### src/design/histogram_stats_engine_core_assert.svh
// Assertion macros shared by the histogram statistics engine modules
`ifndef HISTOGRAM_STATS_ENGINE_CORE_ASSERT_SVH
`define HISTOGRAM_STATS_ENGINE_CORE_ASSERT_SVH

`ifndef SYNTHESIS
`define HSE_ASSERT(lbl, prop, msg) \
  lbl: assert property (@(posedge clk_i) disable iff (!rst_ni) (prop)) else $error(msg);
`define HSE_ASSERT_NEVER(lbl, cond, msg) \
  lbl: assert property (@(posedge clk_i) disable iff (!rst_ni) !(cond)) else $error(msg);
`else
`define HSE_ASSERT(lbl, prop, msg)
`define HSE_ASSERT_NEVER(lbl, cond, msg)
`endif

`endif

### src/design/hse_pkg.sv
// Types, constants and command bundles of the histogram statistics engine
`default_nettype none

package hse_pkg;

  localparam int unsigned NUM_BINS    = 100;
  localparam int unsigned COUNT_WIDTH = 16;
  localparam int unsigned BIN_W       = $clog2(NUM_BINS);
  localparam int unsigned TOTAL_W     = COUNT_WIDTH + BIN_W;
  localparam int unsigned WSUM_W      = COUNT_WIDTH + 2 * BIN_W;
  localparam int unsigned DIVC_W      = $clog2(BIN_W + 1);
  localparam int unsigned ACTION_W    = 2;
  localparam int unsigned SAMPLE_W    = 8;
  localparam int unsigned BIN_OUT_W   = 7;
  localparam int unsigned TOTAL_OUT_W = 23;

  typedef enum logic [ACTION_W-1:0] {
    ACT_RECORD = 2'd0,
    ACT_CLEAR  = 2'd1,
    ACT_REPORT = 2'd2
  } action_e;

  typedef enum logic [2:0] {
    ST_IDLE,
    ST_REC_WR,
    ST_SUM,
    ST_MED,
    ST_DIV,
    ST_RESP
  } state_e;

  typedef struct packed {
    logic rec_rd;
    logic rec_wr;
    logic clr;
    logic walk_init;
    logic walk_run;
    logic init_sum;
    logic acc_sum;
    logic init_med;
    logic acc_med;
    logic div_init;
    logic div_step;
    logic out_load;
  } cmd_t;

  typedef struct packed {
    logic walk_last;
    logic div_last;
    logic out_busy;
  } sts_t;

endpackage

`default_nettype wire

### src/design/hse_req_if.sv
// Request channel: action and sample with valid/ready
`default_nettype none

interface hse_req_if;
  logic                           valid;
  logic                           ready;
  logic [hse_pkg::ACTION_W-1:0]   action;
  logic [hse_pkg::SAMPLE_W-1:0]   sample;

  modport source (output valid, output action, output sample, input ready);
  modport sink   (input valid, input action, input sample, output ready);
endinterface

`default_nettype wire

### src/design/hse_rsp_if.sv
// Result channel: histogram statistics with valid/ready
`default_nettype none

interface hse_rsp_if;
  logic                             valid;
  logic                             ready;
  logic [hse_pkg::BIN_OUT_W-1:0]    mean_bin;
  logic [hse_pkg::BIN_OUT_W-1:0]    mode_bin;
  logic [hse_pkg::BIN_OUT_W-1:0]    median_bin;
  logic [hse_pkg::TOTAL_OUT_W-1:0]  total_count;
  logic                             empty_res;

  modport source (output valid, output mean_bin, output mode_bin, output median_bin,
                  output total_count, output empty_res, input ready);
  modport sink   (input valid, input mean_bin, input mode_bin, input median_bin,
                  input total_count, input empty_res, output ready);
endinterface

`default_nettype wire

### src/design/hse_ram.sv
// Generic single-port-write, registered-read RAM
`default_nettype none

module hse_ram #(
  parameter int unsigned WIDTH = 16,
  parameter int unsigned DEPTH = 100
) (
  input  wire logic                     clk_i,
  input  wire logic                     we_i,
  input  wire logic [$clog2(DEPTH)-1:0] waddr_i,
  input  wire logic [WIDTH-1:0]         wdata_i,
  input  wire logic                     re_i,
  input  wire logic [$clog2(DEPTH)-1:0] raddr_i,
  output logic      [WIDTH-1:0]         rdata_o
);

  logic [WIDTH-1:0] mem_q [DEPTH];
  logic [WIDTH-1:0] rdata_q;

  always_ff @(posedge clk_i) begin
    if (we_i) begin
      mem_q[waddr_i] <= wdata_i;
    end
    if (re_i) begin
      rdata_q <= mem_q[raddr_i];
    end
  end

  assign rdata_o = rdata_q;

endmodule

`default_nettype wire

### src/design/hse_dp.sv
// Datapath: bin store, walk pipeline, accumulators, divider and result register
`default_nettype none

`include "histogram_stats_engine_core_assert.svh"

module hse_dp (
  input  wire logic                                clk_i,
  input  wire logic                                rst_ni,
  input  wire logic [hse_pkg::SAMPLE_W-1:0]        sample_i,
  input  wire hse_pkg::cmd_t                       cmd_i,
  output hse_pkg::sts_t                            sts_o,
  input  wire logic                                out_ready_i,
  output logic                                     out_valid_o,
  output logic      [hse_pkg::BIN_OUT_W-1:0]       mean_bin_o,
  output logic      [hse_pkg::BIN_OUT_W-1:0]       mode_bin_o,
  output logic      [hse_pkg::BIN_OUT_W-1:0]       median_bin_o,
  output logic      [hse_pkg::TOTAL_OUT_W-1:0]     total_count_o,
  output logic                                     empty_res_o
);

  localparam int unsigned BW  = hse_pkg::BIN_W;
  localparam int unsigned CW  = hse_pkg::COUNT_WIDTH;
  localparam int unsigned TW  = hse_pkg::TOTAL_W;
  localparam int unsigned WW  = hse_pkg::WSUM_W;
  localparam int unsigned DCW = hse_pkg::DIVC_W;
  localparam int unsigned NB  = hse_pkg::NUM_BINS;

  // bin store and valid bits
  logic [NB-1:0] valid_q, valid_d;
  logic          vld_rd_q;
  logic [BW-1:0] sample_q;
  logic          ram_re;
  logic [BW-1:0] ram_raddr;
  logic [CW-1:0] ram_rdata;
  logic [CW-1:0] cnt;
  logic [CW-1:0] wdata;

  // walk pipeline
  logic [BW-1:0] walk_addr_q, walk_addr_d;
  logic          issuing_q, issuing_d;
  logic          pend_q, pend_d;
  logic [BW-1:0] rd_idx_q, rd_idx_d;

  // accumulators
  logic [TW-1:0] total_q, total_d;
  logic [WW-1:0] wsum_q, wsum_d;
  logic [CW-1:0] best_q, best_d;
  logic [BW-1:0] mode_q, mode_d;
  logic [TW-1:0] run_q, run_d;
  logic [TW-1:0] run_sum;
  logic          found_q, found_d;
  logic [BW-1:0] median_q, median_d;
  logic [TW-1:0] prod;

  // divider
  logic [WW-1:0]  rem_q, rem_d;
  logic [WW-1:0]  dvs_q, dvs_d;
  logic [BW-1:0]  quo_q, quo_d;
  logic [DCW-1:0] divc_q, divc_d;
  logic           div_ge;

  // result register
  logic                           out_valid_q;
  logic [BW-1:0]                  mean_out_q;
  logic [BW-1:0]                  mode_out_q;
  logic [BW-1:0]                  median_out_q;
  logic [TW-1:0]                  total_out_q;
  logic                           empty_out_q;

  assign ram_re    = cmd_i.rec_rd || (cmd_i.walk_run && issuing_q);
  assign ram_raddr = cmd_i.rec_rd ? sample_i[BW-1:0] : walk_addr_q;
  assign cnt       = vld_rd_q ? ram_rdata : '0;
  assign wdata     = cnt + CW'(1);

  hse_ram #(
    .WIDTH (CW),
    .DEPTH (NB)
  ) u_bins (
    .clk_i   (clk_i),
    .we_i    (cmd_i.rec_wr),
    .waddr_i (sample_q),
    .wdata_i (wdata),
    .re_i    (ram_re),
    .raddr_i (ram_raddr),
    .rdata_o (ram_rdata)
  );

  always_comb begin
    valid_d = valid_q;
    if (cmd_i.clr) begin
      valid_d = '0;
    end else if (cmd_i.rec_wr) begin
      valid_d[sample_q] = 1'b1;
    end
  end

  always_ff @(posedge clk_i or negedge rst_ni) begin
    if (!rst_ni) begin
      valid_q <= '0;
    end else begin
      valid_q <= valid_d;
    end
  end

  always_ff @(posedge clk_i) begin
    if (ram_re) begin
      vld_rd_q <= valid_q[ram_raddr];
    end
    if (cmd_i.rec_rd) begin
      sample_q <= sample_i[BW-1:0];
    end
  end

  always_comb begin
    walk_addr_d = walk_addr_q;
    issuing_d   = issuing_q;
    pend_d      = pend_q;
    rd_idx_d    = rd_idx_q;
    if (cmd_i.walk_init) begin
      walk_addr_d = '0;
      issuing_d   = 1'b1;
      pend_d      = 1'b0;
    end else if (cmd_i.walk_run) begin
      pend_d = issuing_q;
      if (issuing_q) begin
        rd_idx_d    = walk_addr_q;
        walk_addr_d = walk_addr_q + BW'(1);
        if (walk_addr_q == BW'(NB - 1)) begin
          issuing_d = 1'b0;
        end
      end
    end
  end

  always_ff @(posedge clk_i or negedge rst_ni) begin
    if (!rst_ni) begin
      walk_addr_q <= '0;
      issuing_q   <= 1'b0;
      pend_q      <= 1'b0;
      rd_idx_q    <= '0;
    end else begin
      walk_addr_q <= walk_addr_d;
      issuing_q   <= issuing_d;
      pend_q      <= pend_d;
      rd_idx_q    <= rd_idx_d;
    end
  end

  assign prod    = TW'(cnt) * TW'(rd_idx_q);
  assign run_sum = run_q + TW'(cnt);

  always_comb begin
    total_d  = total_q;
    wsum_d   = wsum_q;
    best_d   = best_q;
    mode_d   = mode_q;
    run_d    = run_q;
    found_d  = found_q;
    median_d = median_q;
    if (cmd_i.init_sum) begin
      total_d = '0;
      wsum_d  = '0;
      best_d  = '0;
      mode_d  = '0;
    end else if (cmd_i.acc_sum && pend_q) begin
      total_d = total_q + TW'(cnt);
      wsum_d  = wsum_q + WW'(prod);
      if (cnt > best_q) begin
        best_d = cnt;
        mode_d = rd_idx_q;
      end
    end
    if (cmd_i.init_med) begin
      run_d    = '0;
      found_d  = 1'b0;
      median_d = '0;
    end else if (cmd_i.acc_med && pend_q) begin
      run_d = run_sum;
      if (!found_q && (run_sum >= (total_q >> 1))) begin
        found_d  = 1'b1;
        median_d = rd_idx_q;
      end
    end
  end

  always_ff @(posedge clk_i or negedge rst_ni) begin
    if (!rst_ni) begin
      found_q <= 1'b0;
    end else begin
      found_q <= found_d;
    end
  end

  always_ff @(posedge clk_i) begin
    total_q  <= total_d;
    wsum_q   <= wsum_d;
    best_q   <= best_d;
    mode_q   <= mode_d;
    run_q    <= run_d;
    median_q <= median_d;
  end

  // restoring division, one quotient bit per step
  assign div_ge = rem_q >= dvs_q;

  always_comb begin
    rem_d  = rem_q;
    dvs_d  = dvs_q;
    quo_d  = quo_q;
    divc_d = divc_q;
    if (cmd_i.div_init) begin
      rem_d  = wsum_q;
      dvs_d  = WW'(total_q) << (BW - 1);
      quo_d  = '0;
      divc_d = DCW'(BW);
    end else if (cmd_i.div_step) begin
      rem_d  = div_ge ? (rem_q - dvs_q) : rem_q;
      dvs_d  = dvs_q >> 1;
      quo_d  = BW'({quo_q, div_ge});
      divc_d = divc_q - DCW'(1);
    end
  end

  always_ff @(posedge clk_i or negedge rst_ni) begin
    if (!rst_ni) begin
      divc_q <= '0;
    end else begin
      divc_q <= divc_d;
    end
  end

  always_ff @(posedge clk_i) begin
    rem_q <= rem_d;
    dvs_q <= dvs_d;
    quo_q <= quo_d;
  end

  always_ff @(posedge clk_i or negedge rst_ni) begin
    if (!rst_ni) begin
      out_valid_q <= 1'b0;
    end else if (cmd_i.out_load) begin
      out_valid_q <= 1'b1;
    end else if (out_ready_i) begin
      out_valid_q <= 1'b0;
    end
  end

  always_ff @(posedge clk_i) begin
    if (cmd_i.out_load) begin
      mean_out_q   <= (total_q == '0) ? '0 : quo_q;
      mode_out_q   <= mode_q;
      median_out_q <= median_q;
      total_out_q  <= total_q;
      empty_out_q  <= (total_q == '0);
    end
  end

  assign sts_o.walk_last = pend_q && (rd_idx_q == BW'(NB - 1));
  assign sts_o.div_last  = (divc_q == DCW'(1));
  assign sts_o.out_busy  = out_valid_q && !out_ready_i;

  assign out_valid_o   = out_valid_q;
  assign mean_bin_o    = hse_pkg::BIN_OUT_W'(mean_out_q);
  assign mode_bin_o    = hse_pkg::BIN_OUT_W'(mode_out_q);
  assign median_bin_o  = hse_pkg::BIN_OUT_W'(median_out_q);
  assign total_count_o = hse_pkg::TOTAL_OUT_W'(total_out_q);
  assign empty_res_o   = empty_out_q;

  `HSE_ASSERT(a_rec_sets_valid, cmd_i.rec_wr |=> valid_q[$past(sample_q)], "bin not marked written")
  `HSE_ASSERT(a_run_le_total, cmd_i.acc_med |-> run_q <= total_q, "running sum above total")
  `HSE_ASSERT(a_median_found, cmd_i.div_step |-> found_q, "median pass ended without a hit")
  `HSE_ASSERT(a_mean_range, cmd_i.out_load && total_q != '0 |-> quo_q < BW'(NB), "mean out of range")

endmodule

`default_nettype wire

### src/design/hse_ctrl.sv
// Controller: request decode and sequencing of record, clear and report
`default_nettype none

`include "histogram_stats_engine_core_assert.svh"

module hse_ctrl (
  input  wire logic                           clk_i,
  input  wire logic                           rst_ni,
  input  wire logic                           req_valid_i,
  output logic                                req_ready_o,
  input  wire logic [hse_pkg::ACTION_W-1:0]   action_i,
  input  wire logic [hse_pkg::SAMPLE_W-1:0]   sample_i,
  input  wire hse_pkg::sts_t                  sts_i,
  output hse_pkg::cmd_t                       cmd_o
);

  hse_pkg::state_e state_q, state_d;
  logic            in_range;

  assign in_range = 32'(sample_i) < hse_pkg::NUM_BINS;

  always_comb begin
    state_d = state_q;
    unique case (state_q)
      hse_pkg::ST_IDLE: begin
        if (req_valid_i) begin
          unique case (hse_pkg::action_e'(action_i))
            hse_pkg::ACT_RECORD: begin
              if (in_range) begin
                state_d = hse_pkg::ST_REC_WR;
              end
            end
            hse_pkg::ACT_REPORT: state_d = hse_pkg::ST_SUM;
            default:             state_d = hse_pkg::ST_IDLE;
          endcase
        end
      end
      hse_pkg::ST_REC_WR: state_d = hse_pkg::ST_IDLE;
      hse_pkg::ST_SUM: begin
        if (sts_i.walk_last) begin
          state_d = hse_pkg::ST_MED;
        end
      end
      hse_pkg::ST_MED: begin
        if (sts_i.walk_last) begin
          state_d = hse_pkg::ST_DIV;
        end
      end
      hse_pkg::ST_DIV: begin
        if (sts_i.div_last) begin
          state_d = hse_pkg::ST_RESP;
        end
      end
      hse_pkg::ST_RESP: begin
        if (!sts_i.out_busy) begin
          state_d = hse_pkg::ST_IDLE;
        end
      end
      default: state_d = hse_pkg::ST_IDLE;
    endcase
  end

  always_comb begin
    cmd_o       = '0;
    req_ready_o = 1'b0;
    unique case (state_q)
      hse_pkg::ST_IDLE: begin
        req_ready_o = 1'b1;
        if (req_valid_i) begin
          unique case (hse_pkg::action_e'(action_i))
            hse_pkg::ACT_RECORD: cmd_o.rec_rd = in_range;
            hse_pkg::ACT_CLEAR:  cmd_o.clr    = 1'b1;
            hse_pkg::ACT_REPORT: begin
              cmd_o.walk_init = 1'b1;
              cmd_o.init_sum  = 1'b1;
            end
            default: cmd_o = '0;
          endcase
        end
      end
      hse_pkg::ST_REC_WR: cmd_o.rec_wr = 1'b1;
      hse_pkg::ST_SUM: begin
        cmd_o.walk_run = 1'b1;
        cmd_o.acc_sum  = 1'b1;
        if (sts_i.walk_last) begin
          cmd_o.walk_init = 1'b1;
          cmd_o.init_med  = 1'b1;
        end
      end
      hse_pkg::ST_MED: begin
        cmd_o.walk_run = 1'b1;
        cmd_o.acc_med  = 1'b1;
        cmd_o.div_init = sts_i.walk_last;
      end
      hse_pkg::ST_DIV:  cmd_o.div_step = 1'b1;
      hse_pkg::ST_RESP: cmd_o.out_load = !sts_i.out_busy;
      default: cmd_o = '0;
    endcase
  end

  always_ff @(posedge clk_i or negedge rst_ni) begin
    if (!rst_ni) begin
      state_q <= hse_pkg::ST_IDLE;
    end else begin
      state_q <= state_d;
    end
  end

  `HSE_ASSERT(a_rec_pair, cmd_o.rec_wr |-> $past(cmd_o.rec_rd), "write without preceding read")
  `HSE_ASSERT(a_walk_state, sts_i.walk_last |-> state_q == hse_pkg::ST_SUM || state_q == hse_pkg::ST_MED, "walk data outside a walk")

endmodule

`default_nettype wire

### src/design/histogram_stats_engine_core.sv
// Top level of the histogram statistics engine
//
//  channel | dir | handshake         | payload
//  req_i   | in  | valid / ready     | action, sample
//  rsp_o   | out | valid / ready     | mean_bin, mode_bin, median_bin, total_count, empty_res
//
// Record: read of the bin, then write of the incremented count.
// Clear: the per-bin written flags drop at once.
// Report: two walks over the single RAM read port,
//   then one quotient bit per cycle for the mean.
// Reset: all bins read as zero straight after reset; no sweep of the RAM.
// Stalls: the result register holds a finished report while new requests are taken;
//   a further report waits in its last step until that register is free.
`default_nettype none

module histogram_stats_engine_core (
  input  wire logic clk_i,
  input  wire logic rst_ni,
  hse_req_if.sink   req_i,
  hse_rsp_if.source rsp_o
);

  hse_pkg::cmd_t cmd;
  hse_pkg::sts_t sts;

  hse_ctrl u_ctrl (
    .clk_i       (clk_i),
    .rst_ni      (rst_ni),
    .req_valid_i (req_i.valid),
    .req_ready_o (req_i.ready),
    .action_i    (req_i.action),
    .sample_i    (req_i.sample),
    .sts_i       (sts),
    .cmd_o       (cmd)
  );

  hse_dp u_dp (
    .clk_i         (clk_i),
    .rst_ni        (rst_ni),
    .sample_i      (req_i.sample),
    .cmd_i         (cmd),
    .sts_o         (sts),
    .out_ready_i   (rsp_o.ready),
    .out_valid_o   (rsp_o.valid),
    .mean_bin_o    (rsp_o.mean_bin),
    .mode_bin_o    (rsp_o.mode_bin),
    .median_bin_o  (rsp_o.median_bin),
    .total_count_o (rsp_o.total_count),
    .empty_res_o   (rsp_o.empty_res)
  );

endmodule

`default_nettype wire
### src/flat_wrapper.sv
// flat-port wrapper written by rule: the top's interface ports become plain ports
module histogram_stats_engine_core_flat 
  (clk_i, rst_ni, req_i_valid, req_i_action, req_i_sample, req_i_ready, rsp_o_valid, rsp_o_mean_bin, rsp_o_mode_bin, rsp_o_median_bin, rsp_o_total_count, rsp_o_empty_res, rsp_o_ready);
  hse_req_if req_i_i ();
  hse_rsp_if rsp_o_i ();
  input  wire logic clk_i;
  input  wire logic rst_ni;
  input wire logic [$bits(req_i_i.valid)-1:0] req_i_valid;
  input wire logic [$bits(req_i_i.action)-1:0] req_i_action;
  input wire logic [$bits(req_i_i.sample)-1:0] req_i_sample;
  output wire logic [$bits(req_i_i.ready)-1:0] req_i_ready;
  output wire logic [$bits(rsp_o_i.valid)-1:0] rsp_o_valid;
  output wire logic [$bits(rsp_o_i.mean_bin)-1:0] rsp_o_mean_bin;
  output wire logic [$bits(rsp_o_i.mode_bin)-1:0] rsp_o_mode_bin;
  output wire logic [$bits(rsp_o_i.median_bin)-1:0] rsp_o_median_bin;
  output wire logic [$bits(rsp_o_i.total_count)-1:0] rsp_o_total_count;
  output wire logic [$bits(rsp_o_i.empty_res)-1:0] rsp_o_empty_res;
  input wire logic [$bits(rsp_o_i.ready)-1:0] rsp_o_ready;
  assign req_i_i.valid = req_i_valid;
  assign req_i_i.action = req_i_action;
  assign req_i_i.sample = req_i_sample;
  assign req_i_ready = req_i_i.ready;
  assign rsp_o_valid = rsp_o_i.valid;
  assign rsp_o_mean_bin = rsp_o_i.mean_bin;
  assign rsp_o_mode_bin = rsp_o_i.mode_bin;
  assign rsp_o_median_bin = rsp_o_i.median_bin;
  assign rsp_o_total_count = rsp_o_i.total_count;
  assign rsp_o_empty_res = rsp_o_i.empty_res;
  assign rsp_o_i.ready = rsp_o_ready;
  histogram_stats_engine_core u_core (.clk_i(clk_i), .rst_ni(rst_ni), .req_i(req_i_i), .rsp_o(rsp_o_i));
endmodule
### config.mk
export PLATFORM = sky130hd
export DESIGN_NAME = histogram_stats_engine_core_flat
export DESIGN_NICKNAME = d
export VERILOG_FILES = /design/src/design/hse_pkg.sv /design/src/design/hse_req_if.sv /design/src/design/hse_rsp_if.sv /design/src/design/hse_ram.sv /design/src/design/hse_dp.sv /design/src/design/hse_ctrl.sv /design/src/design/histogram_stats_engine_core.sv /design/src/flat_wrapper.sv
export VERILOG_INCLUDE_DIRS = /design/src /design/src/design
export SDC_FILE = /design/constraint.sdc
export NUM_CORES = 2
export LEC_CHECK = 0
export BUFFER_PORTS_ARGS = -buffer_cell sky130_fd_sc_hd__buf_2
export CORE_MARGIN = 1.5
export CORE_UTILIZATION = 50
export DETAILED_ROUTE_END_ITERATION = 10
export PLACE_DENSITY = 0.69
export RECOVER_POWER = 25
export SLEW_MARGIN = 10
export SYNTH_ARGS = -nofsm -noshare
export SYNTH_HDL_FRONTEND = slang
export SYNTH_SLANG_ARGS = --single-unit
### constraint.sdc
create_clock -name clk_i -period 8.7 [get_ports clk_i]
set_input_delay 0.87 -clock clk_i [delete_from_list [all_inputs] [get_ports clk_i]]
set_output_delay 0.87 -clock clk_i [all_outputs]
set_load 0.05 [all_outputs]
==> impl_metrics.toml <==
[status]
status = "complete, but fails checks"
violations = "capacitance limit, slew limit"

[worst_setup_path]
regToRegSetupSlack_ns = 1.40
crit_chain = "or4b_1 -> nor4_1 -> clkbuf_1 -> mux2i_4 -> buf_4 -> buf_4 -> mux4_2 -> a32o_1 -> a221oi_1 -> a21oi_1 -> a32oi_1 -> nand2_1"
worstPathArrival_ns = 7.83
crit_path_frequent_cell = "buf_4"
crit_family = "buffers and inverters"
worstPathRequired_ns = 9.23
critPathMaxFanout = 33
crit_start = "u_core.u_ctrl.state_q[0]"
startpoint_type = "register"
worst-path-buf-inv = 3
end_kind = "register"
reg2reg_from = "u_core.u_ctrl.state_q[0]"
crit_path_top_delay_cell = "clkbuf_1"
cp_slowest_stage_delay_ns = 1.27
critical_path_class = "register to register"

[sta]
tns_ns = 0
maxSlewHeadroom = -2.289
hold_viol = 0
setup_viol = 0
fin_ws_ns = 1.396
skew_ns = 0.03739
rsz0062_at_grt = "false"
period_needed_ns = 7.304
fmax_mhz = 136.9
worstMarginPinSlew_ns = 4.933
report.final.slew_viol_count = 327
post-route-period-util = 0.8396

[pwr]
power_density_mw_per_mm2 = 331.3
ir_drop_v = 0.0003079
leakagePower_nw = 32.28
p_total_mw = 30.87

[layout]
post-route-util = 0.5627
nets = 5874
layout_common_cells = "edfxtp_1 (1,722), nand2_1 (732), mux4_2 (323), nor2_1 (257), nand3_1 (255)"
drive_gt1_frac = 0.1394
syn_to_final_growth_pct = 11.31
n_antenna_cell = 0
layout_commonest_cell = "edfxtp_1"
nFillCells = 12836

[global_routing]
grt_max_degree = 148
gr-total-overflow = 0
grt_pass1_vias = 48718
globalRouteTotalUtil = 0.2573
grt_pass1_wl_um = 321900
antenna_found_initial = 1

[die]
die_area_mm2 = 0.1698
row_count = 149
start_util = 0.5055
die_h_um = 412.1
core_area_mm2 = 0.1655
io_pins = 61
die_x_um = 412.1

[route]
drc = 0
dr.pass1.iters = 7
drtIter0Drc = 5943
postRouteAntennaNets = 0
drt-total-wl_um = 217300
wl_per_cell_um = 27.19
via_count = 49467
via_per_inst = 6.190

[clock_tree]
cts_setup_buffers = 0
clkSinkCount = 1965
path_clk_slew_ns = 0.06
clk_latency_ns = 0.83
htree_levels = 4
cts_buffer_depth = 3
cts_buffers = 193
cts_root_buf = "clkbuf_16"
cts_resized = 0
holdBufCountCts = 0
cts_tree = "yes"

[synthesis]
synth_compound_area_frac = 0.06921
yosys.cell_types.count = 80
netlist_area_mm2 = 0.08369
synth-seq-area-share = 0.6834
yosys.area_share.simple = 0.07712
netlist_instances = 5504
synth_ff_type = "edfxtp_1"
synth.avg_cell_area_um2 = 15.21
synthAdderAreaFrac = 0.04291
synthMuxAreaShare = 0.09036
synth_edf_count = 1722
synth_warnings = 0
async_flop_share = 0.06310
synth_top_family_by_area = "multiplexers"
synth-xor-area-share = 0.01088
synth-seq-cells = 1965
synth_nets = 5748

[place]
dp_hpwl_um = 130400
place_congestion = 0.8846
port_buffers = 60
dp_slack_ns = 2.040

[hold_path]
hold_path_class = "input port to register"
min_from = "rsp_o_ready"

[run]
cap_viol_max_count = 9
-- worst register-to-register path, cell delays in order, from the launching register on --
cell	delay [ns]
dfrtp_1	0.60
or4b_1	0.66
nor4_1	0.20
clkbuf_1	1.27
mux2i_4	0.94
buf_4	0.46
buf_4	0.64
mux4_2	0.62
a32o_1	0.28
a221oi_1	0.50
a21oi_1	0.23
a32oi_1	0.50
nand2_1	0.11
-- logic make-up (layout without fill, tap and decap cells) --
| group | after synthesis | count (layout) |
|---|---|---|
| xor gates and xnor gates | 104 | 104 |
| and+or+nand+nor | 1484 | 1484 |
| buffers and inverters | 519 | 817 |
| adders and majority gates | 233 | 233 |
| AOI/OAI and AO/OA | 849 | 849 |
| muxes | 350 | 350 |
| DFF | 1965 | 1965 |
-- flip-flops by register name, summed over array words and instances, names as in the netlist, 3 cells and up --
register,cells
u_core.u_dp.mean_bin_o,7
u_core.u_dp.valid_q,100
u_core.u_dp.u_bins.rdata_o,16
u_core.u_dp.mode_bin_o,7
u_core.u_dp.quo_q,7
u_core.u_dp.divc_q,3
u_core.u_dp.rd_idx_q,7
u_core.u_dp.wsum_q,30
u_core.u_dp.u_bins.mem_q,1600
u_core.u_dp.median_bin_o,7
u_core.u_dp.total_q,23
u_core.u_dp.total_count_o,23
u_core.u_dp.sample_q,7
u_core.u_dp.run_q,23
u_core.u_dp.walk_addr_q,7
u_core.u_dp.best_q,16
u_core.u_dp.median_q,7
u_core.u_dp.rem_q,30
u_core.u_ctrl.state_q,3
u_core.u_dp.dvs_q,29
u_core.u_dp.mode_q,7
-- layer usage --
metal | routed length, µm | GRT usage | up-vias
li1 | - | - | 21266
met4 | 8243 | 0.09521 | 2
met2 | 101300 | 0.3985 | 2480
met1 | 85920 | 0.3587 | 25300
met5 | 13 | 0 | -
met3 | 21830 | 0.05748 | 419
-- area by class of cell --
| cell class | instances | area, µm² | area share |
|---|---|---|---|
| Inverter | 228 | 855.8 | 0.009187 |
| Clock inverter | 94 | 890.9 | 0.009563 |
| Clock buffer | 273 | 5512 | 0.05917 |
| Timing Repair Buffer | 222 | 1363 | 0.01463 |
| Sequential cell | 1965 | 57190 | 0.6140 |
| Multi-Input combinational cell | 3020 | 24600 | 0.2641 |
| Tap cell | 2189 | 2739 | 0.02940 |
-- synth_stat cells (10+ instances only) --
cell type / number / share of area
nor3_1: 33 / 0.0020
and2_1: 13 / 0.00097
mux2_2: 14 / 0.0019
a22oi_1: 87 / 0.0078
a32oi_1: 69 / 0.0072
nor2_1: 286 / 0.013
nor4_1: 10 / 0.00075
nor2b_1: 37 / 0.0028
o21ai_0: 112 / 0.0067
inv_1: 227 / 0.010
and3_1: 22 / 0.0016
a21o_1: 37 / 0.0033
edfxtp_1: 1722 / 0.62
a21oi_1: 225 / 0.013
buf_6: 14 / 0.0019
o21a_1: 107 / 0.0096
fa_1: 91 / 0.022
a221oi_1: 37 / 0.0039
buf_4: 12 / 0.0011
o22ai_1: 23 / 0.0017
xor2_1: 33 / 0.0035
nand3_1: 256 / 0.015
mux2i_1: 13 / 0.0016
dfrtp_1: 124 / 0.037
dfxtp_1: 119 / 0.028
clkbuf_1: 178 / 0.0080
o31ai_1: 18 / 0.0016
a2111oi_0: 19 / 0.0020
a211oi_1: 10 / 0.00090
xnor2_1: 71 / 0.0074
nand4_1: 20 / 0.0015
buf_2: 69 / 0.0041
nand2b_1: 19 / 0.0014
nand2_1: 735 / 0.033
ha_1: 139 / 0.021
mux4_2: 323 / 0.087
buf_1: 18 / 0.00081
a32o_1: 34 / 0.0041
-- power breakdown --
group / total (mW) / internal (mW) / switching [mW]
Combinational: 10.5 / 3.60 / 6.94
Sequential: 11.9 / 11.4 / 0.539
Clock: 8.40 / 4.82 / 3.58
Total: 30.9 / 19.8 / 11.1
-- worst paths after layout --
kind,end,cells after the start
worst max-delay path,u_core.u_dp.u_bins.rdata_o[12],12
worst min-delay path,u_core.u_dp.out_valid_o,3
worst max register to register,u_core.u_dp.u_bins.rdata_o[12],12
worst min register to register,u_core.u_dp.total_count_o[22],0
max in group asynchronous,u_core.u_dp.valid_q[33],1
min in group asynchronous,u_core.u_dp.valid_q[71],1
-- through the flow --
stage                     instances  instance area, µm²  hold WS [ns]
final                          7991               93150        0.3600
after global placement         7624               87050        0.4141
after global routing           7991               93150        0.3690
after detailed placement       7624               87050        0.4172
after floorplan                5504               83690        0.4005
after CTS                      7991               93450       0.09627
Note: power is estimated with default switching activity, not from simulation.
